`src/cfa_pkg.sv`:
```
// ----------------------------------------------------------------------------
// cfa_pkg
// Shared types and codes of the contiguous frame allocator: result status
// codes, sequencer states and the control/status bundles of the address walker.
// ----------------------------------------------------------------------------
package cfa_pkg;

  localparam int unsigned ADDR_W  = 32;
  localparam int unsigned COUNT_W = 11;

  // Result status codes
  localparam logic [1:0] STAT_OK       = 2'd0;
  localparam logic [1:0] STAT_NOMEM    = 2'd1;
  localparam logic [1:0] STAT_NOTFOUND = 2'd2;
  localparam logic [1:0] STAT_ZERO     = 2'd3;

  // Request codes
  localparam logic ACT_ALLOC = 1'b0;
  localparam logic ACT_FREE  = 1'b1;

  // Register indexes
  localparam logic REG_FRAME_BASE  = 1'b0;
  localparam logic REG_FRAME_COUNT = 1'b1;

  // Bit positions in a frame map entry
  localparam int unsigned USED_BIT  = 1;
  localparam int unsigned CHAIN_BIT = 0;

  typedef enum logic [5:0] {
    ST_CLEAR  = 6'b000001,
    ST_IDLE   = 6'b000010,
    ST_ASCAN  = 6'b000100,
    ST_AMARK  = 6'b001000,
    ST_FSRCH  = 6'b010000,
    ST_FCHAIN = 6'b100000
  } state_e;

  typedef struct packed {
    logic load;  // restart at frame zero
    logic step;  // advance by one frame
  } walk_ctrl_t;

  typedef struct packed {
    logic [ADDR_W-1:0] addr;
    logic              match;
  } walk_stat_t;

endpackage

```
`src/cfa_ram.sv`:
```
// ----------------------------------------------------------------------------
// cfa_ram
// Generic single-write, single-read RAM with registered read data.
// ----------------------------------------------------------------------------
module cfa_ram #(
  parameter int unsigned WIDTH = 2,
  parameter int unsigned DEPTH = 1024
) (
  input  logic                     clk_i,
  input  logic                     we_i,
  input  logic [$clog2(DEPTH)-1:0] waddr_i,
  input  logic [WIDTH-1:0]         wdata_i,
  input  logic [$clog2(DEPTH)-1:0] raddr_i,
  output logic [WIDTH-1:0]         rdata_o
);

  logic [WIDTH-1:0] mem [DEPTH];

  always_ff @(posedge clk_i) begin
    if (we_i) begin
      mem[waddr_i] <= wdata_i;
    end
    rdata_o <= mem[raddr_i];
  end

endmodule

```
`src/cfa_walker.sv`:
```
// ----------------------------------------------------------------------------
// cfa_walker
// Shared address unit: holds the physical address of the current frame,
// steps it by one page and compares it with the address being freed.
// ----------------------------------------------------------------------------
module cfa_walker #(
  parameter int unsigned PAGE_BYTES = 4096
) (
  input  logic                       clk_i,
  input  cfa_pkg::walk_ctrl_t        ctrl_i,
  input  logic [cfa_pkg::ADDR_W-1:0] base_i,
  input  logic [cfa_pkg::ADDR_W-1:0] target_i,
  output cfa_pkg::walk_stat_t        stat_o
);

  localparam logic [cfa_pkg::ADDR_W-1:0] Step = cfa_pkg::ADDR_W'(PAGE_BYTES);

  logic [cfa_pkg::ADDR_W-1:0] addr_q, addr_d;

  always_comb begin
    addr_d = addr_q;
    if (ctrl_i.load) begin
      addr_d = base_i;
    end else if (ctrl_i.step) begin
      addr_d = addr_q + Step;  // wraps modulo 2^32
    end
  end

  always_ff @(posedge clk_i) begin
    addr_q <= addr_d;
  end

  assign stat_o.addr  = addr_q;
  assign stat_o.match = (addr_q == target_i);

endmodule

```
`src/contiguous_frame_allocator_unit.sv`:
```
// ----------------------------------------------------------------------------
// contiguous_frame_allocator_unit
// First-fit allocator of contiguous physical page frames.
// ----------------------------------------------------------------------------
// Pulse start with action/page_count/address while busy is low. An allocate
// scans the frame map one frame a cycle for the lowest free run of page_count
// frames, then marks the run one frame a cycle. A free walks the frame
// addresses one frame a cycle to find the matching frame, then clears it and
// follows the chain one frame a cycle. The frame map is a RAM with one write
// port and one registered read port; one frame per cycle through it sets the
// rate.
// A zero-size, oversize or empty-range request is answered without a scan; a
// free chain may run on past the active frame count up to the last frame of
// the store. A new item is taken in the cycle the previous result is shown.
// The result is shown on status_o and base_address_o for one cycle with
// done_o high; there is no back-pressure. After reset the map is swept to
// zero with busy high.
// The register port (cfg_*) is always ready; write it only while idle.
// ----------------------------------------------------------------------------
module contiguous_frame_allocator_unit #(
  parameter int unsigned MAX_FRAMES = 1024,
  parameter int unsigned PAGE_BYTES = 4096
) (
  input  logic                        clk_i,
  input  logic                        rst_ni,
  input  logic                        start,
  output logic                        busy,
  input  logic                        action_i,
  input  logic [cfa_pkg::COUNT_W-1:0] page_count_i,
  input  logic [cfa_pkg::ADDR_W-1:0]  address_i,
  output logic                        done_o,
  output logic [1:0]                  status_o,
  output logic [cfa_pkg::ADDR_W-1:0]  base_address_o,
  input  logic                        cfg_valid_i,
  output logic                        cfg_ready_o,
  input  logic                        cfg_index_i,
  input  logic [cfa_pkg::ADDR_W-1:0]  cfg_data_i
);

  localparam int unsigned IDX_W = $clog2(MAX_FRAMES);
  localparam int unsigned CNT_W = $clog2(MAX_FRAMES + 1);
  localparam int unsigned CMP_W = (CNT_W > cfa_pkg::COUNT_W) ? CNT_W : cfa_pkg::COUNT_W;
  localparam logic [IDX_W-1:0] LastIdx = IDX_W'(MAX_FRAMES - 1);
  localparam logic [CMP_W-1:0] MaxExt  = CMP_W'(MAX_FRAMES);

  cfa_pkg::state_e state_q, state_d;

  logic [cfa_pkg::ADDR_W-1:0]  frame_base_q;
  logic [cfa_pkg::COUNT_W-1:0] frame_count_q;

  logic [IDX_W-1:0]           idx_q, idx_d;
  logic [CNT_W-1:0]           run_q, run_d;
  logic [CNT_W-1:0]           want_q, want_d;
  logic [CNT_W-1:0]           rem_q, rem_d;
  logic [IDX_W-1:0]           run_idx_q, run_idx_d;
  logic [cfa_pkg::ADDR_W-1:0] run_addr_q, run_addr_d;
  logic [cfa_pkg::ADDR_W-1:0] target_q, target_d;

  logic                       done_q, done_d;
  logic [1:0]                 status_q, status_d;
  logic [cfa_pkg::ADDR_W-1:0] base_q, base_d;

  logic             ram_we;
  logic [IDX_W-1:0] ram_waddr;
  logic [1:0]       ram_wdata;
  logic [IDX_W-1:0] ram_raddr;
  logic [1:0]       ram_rdata;

  cfa_pkg::walk_ctrl_t wk_ctrl;
  cfa_pkg::walk_stat_t wk_stat;

  logic [CMP_W-1:0] count_ext;
  logic [CMP_W-1:0] want_ext;
  logic [CNT_W-1:0] lim;
  logic [CNT_W-1:0] idx_inc;
  logic [CNT_W-1:0] run_inc;
  logic             scan_last;
  logic             accept;

  // Active frame count is the register clipped to the store depth
  assign count_ext = CMP_W'(frame_count_q);
  assign want_ext  = CMP_W'(page_count_i);
  assign lim       = (count_ext > MaxExt) ? CNT_W'(MaxExt) : CNT_W'(count_ext);
  assign idx_inc   = CNT_W'(idx_q) + CNT_W'(1);
  assign run_inc   = run_q + CNT_W'(1);
  assign scan_last = (idx_inc == lim);
  assign accept    = start && !busy;

  cfa_ram #(
    .WIDTH (2),
    .DEPTH (MAX_FRAMES)
  ) u_map (
    .clk_i   (clk_i),
    .we_i    (ram_we),
    .waddr_i (ram_waddr),
    .wdata_i (ram_wdata),
    .raddr_i (ram_raddr),
    .rdata_o (ram_rdata)
  );

  cfa_walker #(
    .PAGE_BYTES (PAGE_BYTES)
  ) u_walker (
    .clk_i    (clk_i),
    .ctrl_i   (wk_ctrl),
    .base_i   (frame_base_q),
    .target_i (target_q),
    .stat_o   (wk_stat)
  );

  always_comb begin
    state_d    = state_q;
    idx_d      = idx_q;
    run_d      = run_q;
    want_d     = want_q;
    rem_d      = rem_q;
    run_idx_d  = run_idx_q;
    run_addr_d = run_addr_q;
    target_d   = target_q;
    done_d     = 1'b0;
    status_d   = status_q;
    base_d     = base_q;
    ram_we     = 1'b0;
    ram_waddr  = idx_q;
    ram_wdata  = 2'b00;
    ram_raddr  = '0;
    wk_ctrl    = '0;

    case (state_q)
      cfa_pkg::ST_CLEAR: begin
        ram_we = 1'b1;
        if (idx_q == LastIdx) begin
          idx_d   = '0;
          state_d = cfa_pkg::ST_IDLE;
        end else begin
          idx_d = IDX_W'(idx_inc);
        end
      end

      cfa_pkg::ST_IDLE: begin
        // Frame zero is read here so its entry is ready on the first scan cycle
        ram_raddr = '0;
        if (accept) begin
          idx_d        = '0;
          run_d        = '0;
          target_d     = address_i;
          wk_ctrl.load = 1'b1;
          base_d       = '0;
          if (action_i == cfa_pkg::ACT_ALLOC) begin
            if (want_ext == '0) begin
              done_d   = 1'b1;
              status_d = cfa_pkg::STAT_ZERO;
            end else if (want_ext > CMP_W'(lim)) begin
              done_d   = 1'b1;
              status_d = cfa_pkg::STAT_NOMEM;
            end else begin
              want_d  = CNT_W'(want_ext);
              state_d = cfa_pkg::ST_ASCAN;
            end
          end else begin
            if (lim == '0) begin
              done_d   = 1'b1;
              status_d = cfa_pkg::STAT_NOTFOUND;
            end else begin
              state_d = cfa_pkg::ST_FSRCH;
            end
          end
        end
      end

      cfa_pkg::ST_ASCAN: begin
        // Read one frame ahead; ram_rdata belongs to idx_q
        ram_raddr = IDX_W'(idx_inc);
        if (ram_rdata[cfa_pkg::USED_BIT]) begin
          run_d = '0;
          if (scan_last) begin
            done_d   = 1'b1;
            status_d = cfa_pkg::STAT_NOMEM;
            state_d  = cfa_pkg::ST_IDLE;
          end else begin
            idx_d        = IDX_W'(idx_inc);
            wk_ctrl.step = 1'b1;
          end
        end else if (run_inc == want_q) begin
          idx_d      = (run_q == '0) ? idx_q : run_idx_q;
          run_addr_d = (run_q == '0) ? wk_stat.addr : run_addr_q;
          rem_d      = want_q;
          state_d    = cfa_pkg::ST_AMARK;
        end else begin
          run_d = run_inc;
          if (run_q == '0) begin
            run_idx_d  = idx_q;
            run_addr_d = wk_stat.addr;
          end
          if (scan_last) begin
            done_d   = 1'b1;
            status_d = cfa_pkg::STAT_NOMEM;
            state_d  = cfa_pkg::ST_IDLE;
          end else begin
            idx_d        = IDX_W'(idx_inc);
            wk_ctrl.step = 1'b1;
          end
        end
      end

      cfa_pkg::ST_AMARK: begin
        ram_we                       = 1'b1;
        ram_wdata[cfa_pkg::USED_BIT] = 1'b1;
        ram_wdata[cfa_pkg::CHAIN_BIT] = (rem_q != CNT_W'(1));
        if (rem_q == CNT_W'(1)) begin
          done_d   = 1'b1;
          status_d = cfa_pkg::STAT_OK;
          base_d   = run_addr_q;
          state_d  = cfa_pkg::ST_IDLE;
        end else begin
          idx_d = IDX_W'(idx_inc);
          rem_d = rem_q - CNT_W'(1);
        end
      end

      cfa_pkg::ST_FSRCH: begin
        // Read the candidate so its entry is ready if it matches
        ram_raddr = idx_q;
        if (wk_stat.match) begin
          state_d = cfa_pkg::ST_FCHAIN;
        end else if (scan_last) begin
          done_d   = 1'b1;
          status_d = cfa_pkg::STAT_NOTFOUND;
          state_d  = cfa_pkg::ST_IDLE;
        end else begin
          idx_d        = IDX_W'(idx_inc);
          wk_ctrl.step = 1'b1;
        end
      end

      cfa_pkg::ST_FCHAIN: begin
        ram_raddr = IDX_W'(idx_inc);
        ram_we    = 1'b1;
        if (ram_rdata[cfa_pkg::CHAIN_BIT] && (idx_q != LastIdx)) begin
          idx_d = IDX_W'(idx_inc);
        end else begin
          done_d   = 1'b1;
          status_d = cfa_pkg::STAT_OK;
          state_d  = cfa_pkg::ST_IDLE;
        end
      end

      default: begin
        state_d = cfa_pkg::ST_IDLE;
      end
    endcase
  end

  always_ff @(posedge clk_i or negedge rst_ni) begin
    if (!rst_ni) begin
      state_q       <= cfa_pkg::ST_CLEAR;
      idx_q         <= '0;
      done_q        <= 1'b0;
      frame_base_q  <= '0;
      frame_count_q <= cfa_pkg::COUNT_W'(1024);
    end else begin
      state_q <= state_d;
      idx_q   <= idx_d;
      done_q  <= done_d;
      if (cfg_valid_i && cfg_ready_o) begin
        case (cfg_index_i)
          cfa_pkg::REG_FRAME_BASE:  frame_base_q  <= cfg_data_i;
          cfa_pkg::REG_FRAME_COUNT: frame_count_q <= cfg_data_i[cfa_pkg::COUNT_W-1:0];
          default: ;
        endcase
      end
    end
  end

  always_ff @(posedge clk_i) begin
    run_q      <= run_d;
    want_q     <= want_d;
    rem_q      <= rem_d;
    run_idx_q  <= run_idx_d;
    run_addr_q <= run_addr_d;
    target_q   <= target_d;
    status_q   <= status_d;
    base_q     <= base_d;
  end

  assign busy           = (state_q != cfa_pkg::ST_IDLE);
  assign cfg_ready_o    = 1'b1;
  assign done_o         = done_q;
  assign status_o       = status_q;
  assign base_address_o = base_q;

  // Only the clearing sweep, run marking and chain release write the map
  assert property (@(posedge clk_i) disable iff (!rst_ni)
    ram_we |-> (state_q == cfa_pkg::ST_CLEAR || state_q == cfa_pkg::ST_AMARK ||
                state_q == cfa_pkg::ST_FCHAIN))
    else $error("frame map written outside a writing state");

  // A scan never holds a run already as long as the request
  assert property (@(posedge clk_i) disable iff (!rst_ni)
    (state_q == cfa_pkg::ST_ASCAN) |-> (run_q < want_q))
    else $error("scan run count reached the request size");

  // Marking always has frames left to mark
  assert property (@(posedge clk_i) disable iff (!rst_ni)
    (state_q == cfa_pkg::ST_AMARK) |-> (rem_q != '0))
    else $error("marking with no frames remaining");

  // Only a successful result carries a nonzero address
  assert property (@(posedge clk_i) disable iff (!rst_ni)
    (done_o && status_o != cfa_pkg::STAT_OK) |-> (base_address_o == '0))
    else $error("failed result with nonzero address");

  // A finished item leaves the block idle
  assert property (@(posedge clk_i) disable iff (!rst_ni)
    done_o |-> !busy)
    else $error("result shown while still busy");

endmodule

```
`config.mk`:
```
export PLATFORM = sky130hd
export DESIGN_NAME = contiguous_frame_allocator_unit
export DESIGN_NICKNAME = d
export VERILOG_FILES = /design/src/cfa_pkg.sv /design/src/cfa_ram.sv /design/src/cfa_walker.sv /design/src/contiguous_frame_allocator_unit.sv
export SDC_FILE = /design/constraint.sdc
export NUM_CORES = 2
export LEC_CHECK = 0
export ABC_AREA = 1
export ABC_CLOCK_PERIOD_IN_PS = 30800
export BUFFER_PORTS_ARGS = -buffer_cell sky130_fd_sc_hd__buf_2
export CAP_MARGIN = 25
export CORE_UTILIZATION = 55
export DETAILED_ROUTE_END_ITERATION = 16
export PLACE_DENSITY_LB_ADDON = 0.1
export SETUP_SLACK_MARGIN = 0.5
export SLEW_MARGIN = 15
export SYNTH_ARGS = -nofsm -noshare
export SYNTH_HDL_FRONTEND = slang
export SYNTH_SLANG_ARGS = --single-unit
```
`constraint.sdc`:
```
create_clock -name clk_i -period 30.8 [get_ports clk_i]
set_clock_uncertainty 0.1 [all_clocks]
set_input_delay 3.08 -clock clk_i [delete_from_list [all_inputs] [get_ports clk_i]]
set_output_delay 3.08 -clock clk_i [all_outputs]
set_load 0.02 [all_outputs]
```
# After elaboration in Yosys (flattened, before gate mapping)
# Memories as Yosys holds them, arrays and structs flattened. A register that Yosys moved wholly into a read port is not among the register bits.
# Index checks and enable logic that the tools add are counted.
dict set report word_totals {
  ff_bits 233
  ram_bits 2048
  memories 1
  output_inout_bits 37
}
dict set report classes {
  eq_ne 30
  reduce_logical 26
  n_lt_le_gt_ge 2
  bitwise 6
  addsub 4
  n_mux 74
}
# name depth width read_ports rd_clocked_by_memory_dff wr line
set memory_table {}
lappend memory_table {u_map.mem 1024 2 1 1 1 cfa_ram.sv:17} ;# logic [WIDTH-1:0] mem [DEPTH];
# op n
set op_table {}
lappend op_table {{32-bit two-way mux} 4}
lappend op_table {{10-bit two-way mux} 9}
lappend op_table {{11-bit two-way mux} 7}
lappend op_table {{6-bit two-way mux} 12}
lappend op_table {{32-bit case mux with 2 select lines} 1}
lappend op_table {{10-bit case mux with 6 select lines} 1}
lappend op_table {{11-bit case mux with 2 select lines} 2}
lappend op_table {{6-bit case mux with 6 select lines} 1}
lappend op_table {{11-bit zero test} 3}
lappend op_table {{32-bit by 13-bit adder with 32-bit output (second input constant)} 1}
lappend op_table {{32-bit == test} 1}
lappend op_table {{2-bit two-way mux} 13}
lappend op_table {{11-bit == test} 2}
lappend op_table {{1-bit two-way mux} 20}
lappend op_table {{2-bit != test (second input constant)} 10}
lappend op_table {{10-bit case mux with 2 select lines} 1}
lappend op_table {{3-bit != test (second input constant)} 4}
lappend op_table {{3-bit AND reduction} 4}
lappend op_table {{10-bit by 1-bit adder with 11-bit output (second input constant)} 1}
lappend op_table {{11-bit by 1-bit adder with 11-bit output (second input constant)} 1}
lappend op_table {{11-bit by 1-bit == test with 1-bit output (second input constant)} 1}
lappend op_table {{11-bit greater-than comparator} 1}
lappend op_table {{11-bit greater-than comparator (second input constant)} 1}
lappend op_table {{11-bit by 1-bit != test with 1-bit output (second input constant)} 1}
lappend op_table {{28 further kinds} 40}

# Longest topological paths before layout
dict set report depth {
  ltp_word 9
  ltp_mapped 20
  depth_no_buf 19
}

# By module
# From an unflattened synthesis, not the netlist that was laid out.
dict set report hier_totals {
  cells_unflattened 9344
  hier_area_um2 99063.8
}
# module instances cells_each area_each_um2 seq_area_each_um2
set modules_own_cells {}
lappend modules_own_cells {cfa_ram 1 7976 86953.4 61539.0}
lappend modules_own_cells {contiguous_frame_allocator_unit 1 1001 9708.1 5738.0}
lappend modules_own_cells {cfa_walker 1 367 2402.3 960.9}

# Worst setup path before layout
# OpenSTA, ideal clock, no wires.
dict set report synth_path {
  path_kind {reg-to-reg}
  start {register state_q[4]}
  end {memory u_map.mem[0][0] (data pin)}
  t_required_ns 28.834
  stages_incl_launch_ff 7
  period_less_slack_ns 31.713
  setup_slack_ns -0.913
  t_arrival_ns 29.747
  n_path_buf 1
  setup_time_ns 1.866
  cell_sequence {dfrtp_1 > nor2_1 > nand2_1 > nor3_1 > clkbuf_1 > nand2_1 > inv_1}
}
dict set report synth_via {
  elab_chain_cells 2
}
# item line
set synth_lines {}
lappend synth_lines {{start: declaration} contiguous_frame_allocator_unit.sv:46} ;# cfa_pkg::state_e state_q, state_d;
lappend synth_lines {{start signal: assignment} contiguous_frame_allocator_unit.sv:256} ;# state_q <= cfa_pkg::ST_CLEAR;
lappend synth_lines {{start signal: assignment} contiguous_frame_allocator_unit.sv:262} ;# state_q <= state_d;
lappend synth_lines {{6-bit by 4-bit == test with 1-bit output} contiguous_frame_allocator_unit.sv:129} ;# case (state_q)
lappend synth_lines {{2-bit two-way mux} contiguous_frame_allocator_unit.sv:129}
lappend synth_lines {{named net ram_wdata[0]} contiguous_frame_allocator_unit.sv:65} ;# logic [1:0] ram_wdata;
lappend synth_lines {{end: declaration} cfa_ram.sv:17}
# The timed path passes the listed nets, and every way through them passes these cells.

# Worst setup path after layout
dict set report layout_path {
  start {register state_q[3]}
  end {register u_map.rdata_o[1] (read register of u_map.mem)}
}
dict set report layout_via {
  elab_chain_cells 3
  elab_cells_between_ends 5
  classes_between {3 x eq/ne; 1 x mux; 1 x reduce/logical}
}
# item line
set layout_lines {}
lappend layout_lines {{6-bit == test / 6-bit by 3-bit == test with 1-bit output (equally long branches)} contiguous_frame_allocator_unit.sv:129}
lappend layout_lines {{2-bit OR reduction (no line)} -}
lappend layout_lines {{10-bit case mux with 2 select lines *} contiguous_frame_allocator_unit.sv:129}
lappend layout_lines {{end: declaration} cfa_ram.sv:14} ;# output logic [WIDTH-1:0] rdata_o
# Every way passes the cells marked *; elsewhere a longest branch is shown, timed or not.
# A chain may end at the register's enable or synchronous reset.

==> reports/qor.txt <==
CTS tree: yes
vias: 72100
Synth Cell Area: 103000 µm²
drc violations: 0
CP endpoint kind: flop
CTS hold repair buffers: 0
routability cong.: 0.871
clk_lat worst skew: 880 ps
Overflow after GRT: 0
site row count: 158
Mean Syn Cell Area: 10.2 µm²
Resize count post-CTS: 0
Post-synth EDFFs: 2221
Critical Path AT: 6890 ps
syn_nets: 10200
warning count from the yosys run: 0
first-pass GRT wire length: 421000 µm
CTS clock-pin slew for the worst setup and hold paths: 60 ps
crit-path max cell delay: 790 ps
fin nets: 10000
CTS sink cnt: 2283
port buffer count: 116
Tmin final: 6170 ps
initial antenna violation count: 8
worst setup margin: 24630 ps
Layout area overhead: 9.59%
die span in x: 434 µm
most frequent CP cell: nand3_1
setup tns final: 0 ps
Starting Density: 55.3%
post-synthesis cell count: 10100
final std cells w/o fill: 12600
total track usage: 30.1%
CP max FO: 168
Adder-Cell Fraction of Synth Area: 0.244%
Synth Area in Compound Gates: 3.19%
clock tree buffer depth: 3
routed wire length: 283000 µm
Synth Area in Simple Gates: 21.7%
placed cell count: 12200
Synth Area in XOR/XNOR: 0.529%
vias per inst: 5.72
type of origin of the critical path: flop
core area: 185000 µm²
fin crit share: 20.0%
worst slack, placed: 24490 ps
Max VDD drop: 0.000102 V
FMAX: 0.162 GHz
die height: 434 µm
initial DRC count: 8495
Max stage delay cell, worst path: buf_4
mux cell area share after synthesis: 0.219%
Async S/R FF share, synth: 2.63%
Max Cap Viol: 0
FF+latch count, synth: 2283
Fin. Hold Viols: 0
Slew Viols, Final: 0
Root Buffer: clkbuf_16
H-Tree Depth: 4
Routed Antenna Nets: 0
largest family of logic cells by synthesized area: simple AND/OR/NAND/NOR gates
Fillers: 15600
layout cells sized above 1: 6.70%
post-CTS setup buffer count: 0
IO Count: 118
per-cell routed wire length: 22.5 µm
Static Leakage: 43.4 nW
Buf+Inv Stages, Crit Path: 4
Post-DP HPWL: 152000 µm
Final setup viols: 0
post-synthesis sequential area ratio: 66.5%
relative slew slack: 18.5%
Cell variety after synth: 52
drt pass-1 iters: 7
Hold Crit Class: flop to flop
cell taking the most area after synthesis: edfxtp_1
pin count of the biggest net entering global routing: 246
vias in the first global route: 69300
top_reg_cell synth: edfxtp_1
Synth area leaders: edfxtp_1 65%, nand2_1 9.2%, nand3_1 7.3%
die area: 188000 µm²
TritonCTS Buffers: 232
top cell type's share of synthesized area: 65.0%
unrepaired setup endpoints after global routing: no
delay-heaviest family, CP: simple AND/OR/NAND/NOR gates
Req. time, crit path: 31520 ps
Power Density: 83.4 nW/µm²
sequence of cells on the critical path: nor2_2 > nand3_2 > inv_2 > nand2_1 > nand2_8 > buf_4 > buf_4 > buf_12 > nand2_1 > nand2_1 > nand2_1 > nand3_1 > nand3_1 > nand3_1 > nand3_1 > nand3_1 > nand3_1 > nand3_1 > nand3_1 > nand2_1
Worst Tran Pin Value: 1220 ps
outcome: finished, final reports clean
Crit Path Class: flop to flop
## registers in the layout, indices dropped and copies added (netlist names), 32 cells and up
name	cells
base_address_o	32
frame_base_q	32
run_addr_q	32
target_q	32
u_map.mem	2048
u_walker.addr_q	32
## final timing paths
kind	slack, ps	startpoint	endpoint	depth (start not counted)
max	24630	state_q[3]$_DFFE_PN0P_	u_map.rdata_o[1]$_DFF_P_	20
min	350	u_walker.addr_q[5]$_DFFE_PP_	run_addr_q[5]$_DFFE_PP_	0
max reg2reg	24630	state_q[3]$_DFFE_PN0P_	u_map.rdata_o[1]$_DFF_P_	20
min reg2reg	350	u_walker.addr_q[5]$_DFFE_PP_	run_addr_q[5]$_DFFE_PP_	0
max in group asynchronous	27740	rst_ni	idx_q[6]$_DFFE_PN0P_	2
min in group asynchronous	2270	rst_ni	frame_base_q[13]$_DFFE_PN0P_	2
## metal layers
metal / track usage (%) / share of wire [%] / vias to the layer above
li1: - / - / 33300
met1: 40.5 / 41 / 35100
met2: 48.9 / 47 / 3079
met3: 5.03 / 8.6 / 602
met4: 11.9 / 4.1 / 6
met5: 0 / 0.014 / -
## placed cells by master (no fill, tap or decap), types with 11 or more instances in the layout
cell and count:
a21oi_1 21, buf_12 11, buf_2 116, buf_4 109, bufinv_16 21, clkbuf_1 56, clkbuf_16 242, clkinv_1 60
clkinv_2 41, dfrtp_1 58, edfxtp_1 2221, ha_1 20, inv_1 1224, mux2_2 20, nand2_1 2473, nand2_2 16
nand2_4 19, nand3_1 1489, nand3b_1 72, nand4_1 18, nor2_1 1140, nor3_1 21, nor4_1 14, o211ai_1 249
o21ai_0 143, o21ai_1 70, xnor2_1 31, xor2_1 31
## cell type report
type	instances	area (µm²)	area share, %
diodes	1	2.50	0.00223
clock buffers	304	6350	5.65
clock inverters	128	1260	1.12
inverters	1241	4680	4.16
multi-input cells	5911	26800	23.9
flip-flops and latches	2283	68200	60.7
well taps	2480	3100	2.76
repair buffers	252	1970	1.75
## cell usage after synthesis, drive strengths merged, types with 24 or more instances
cell and instances:
buf 395, clkbuf 278, dfrtp 58, edfxtp 2221, inv 1233, nand2 2511, nand3 1494, nand3b 72
nor2 1148, nor3 24, o211ai 249, o21ai 214, xnor2 31, xor2 31
## stage by stage
stage	total power, mW	hold slack (ps)	utilization [%]	cell area (µm²)
final	9.38	351	60.6	112000
after global routing	9.81	357	60.6	112000
after CTS	9.37	350	60.6	112000
after detailed placement	6.58	335	56.5	105000
after global placement	6.52	338	56.3	104000
after floorplan	5.72	326	-	103000
## worst register-to-register path: stages, from the launching register on
cell	delay, ps
dfrtp_1	410
nor2_2	220
nand3_2	390
inv_2	230
nand2_1	200
nand2_8	550
buf_4	660
buf_4	840
buf_12	600
nand2_1	350
nand2_1	90
nand2_1	50
nand3_1	110
nand3_1	120
nand3_1	180
nand3_1	320
nand3_1	270
nand3_1	100
nand3_1	160
nand3_1	80
nand2_1	80
## cells by family after synthesis
kind of cell    after synthesis
compound gates              513
xor+xnor                     62
fa+ha+maj                    20
buf+inv                    1914
flops                      2283
mux                          20
other cells                   1
simple gates               5295
## power by group
part / switching (mW) / internal, mW
logic: 2.22 / 0.814
clock network: 1.19 / 1.62
registers: 0.0698 / 3.47
total: 3.48 / 5.90
(Power assumes the default switching activity.)
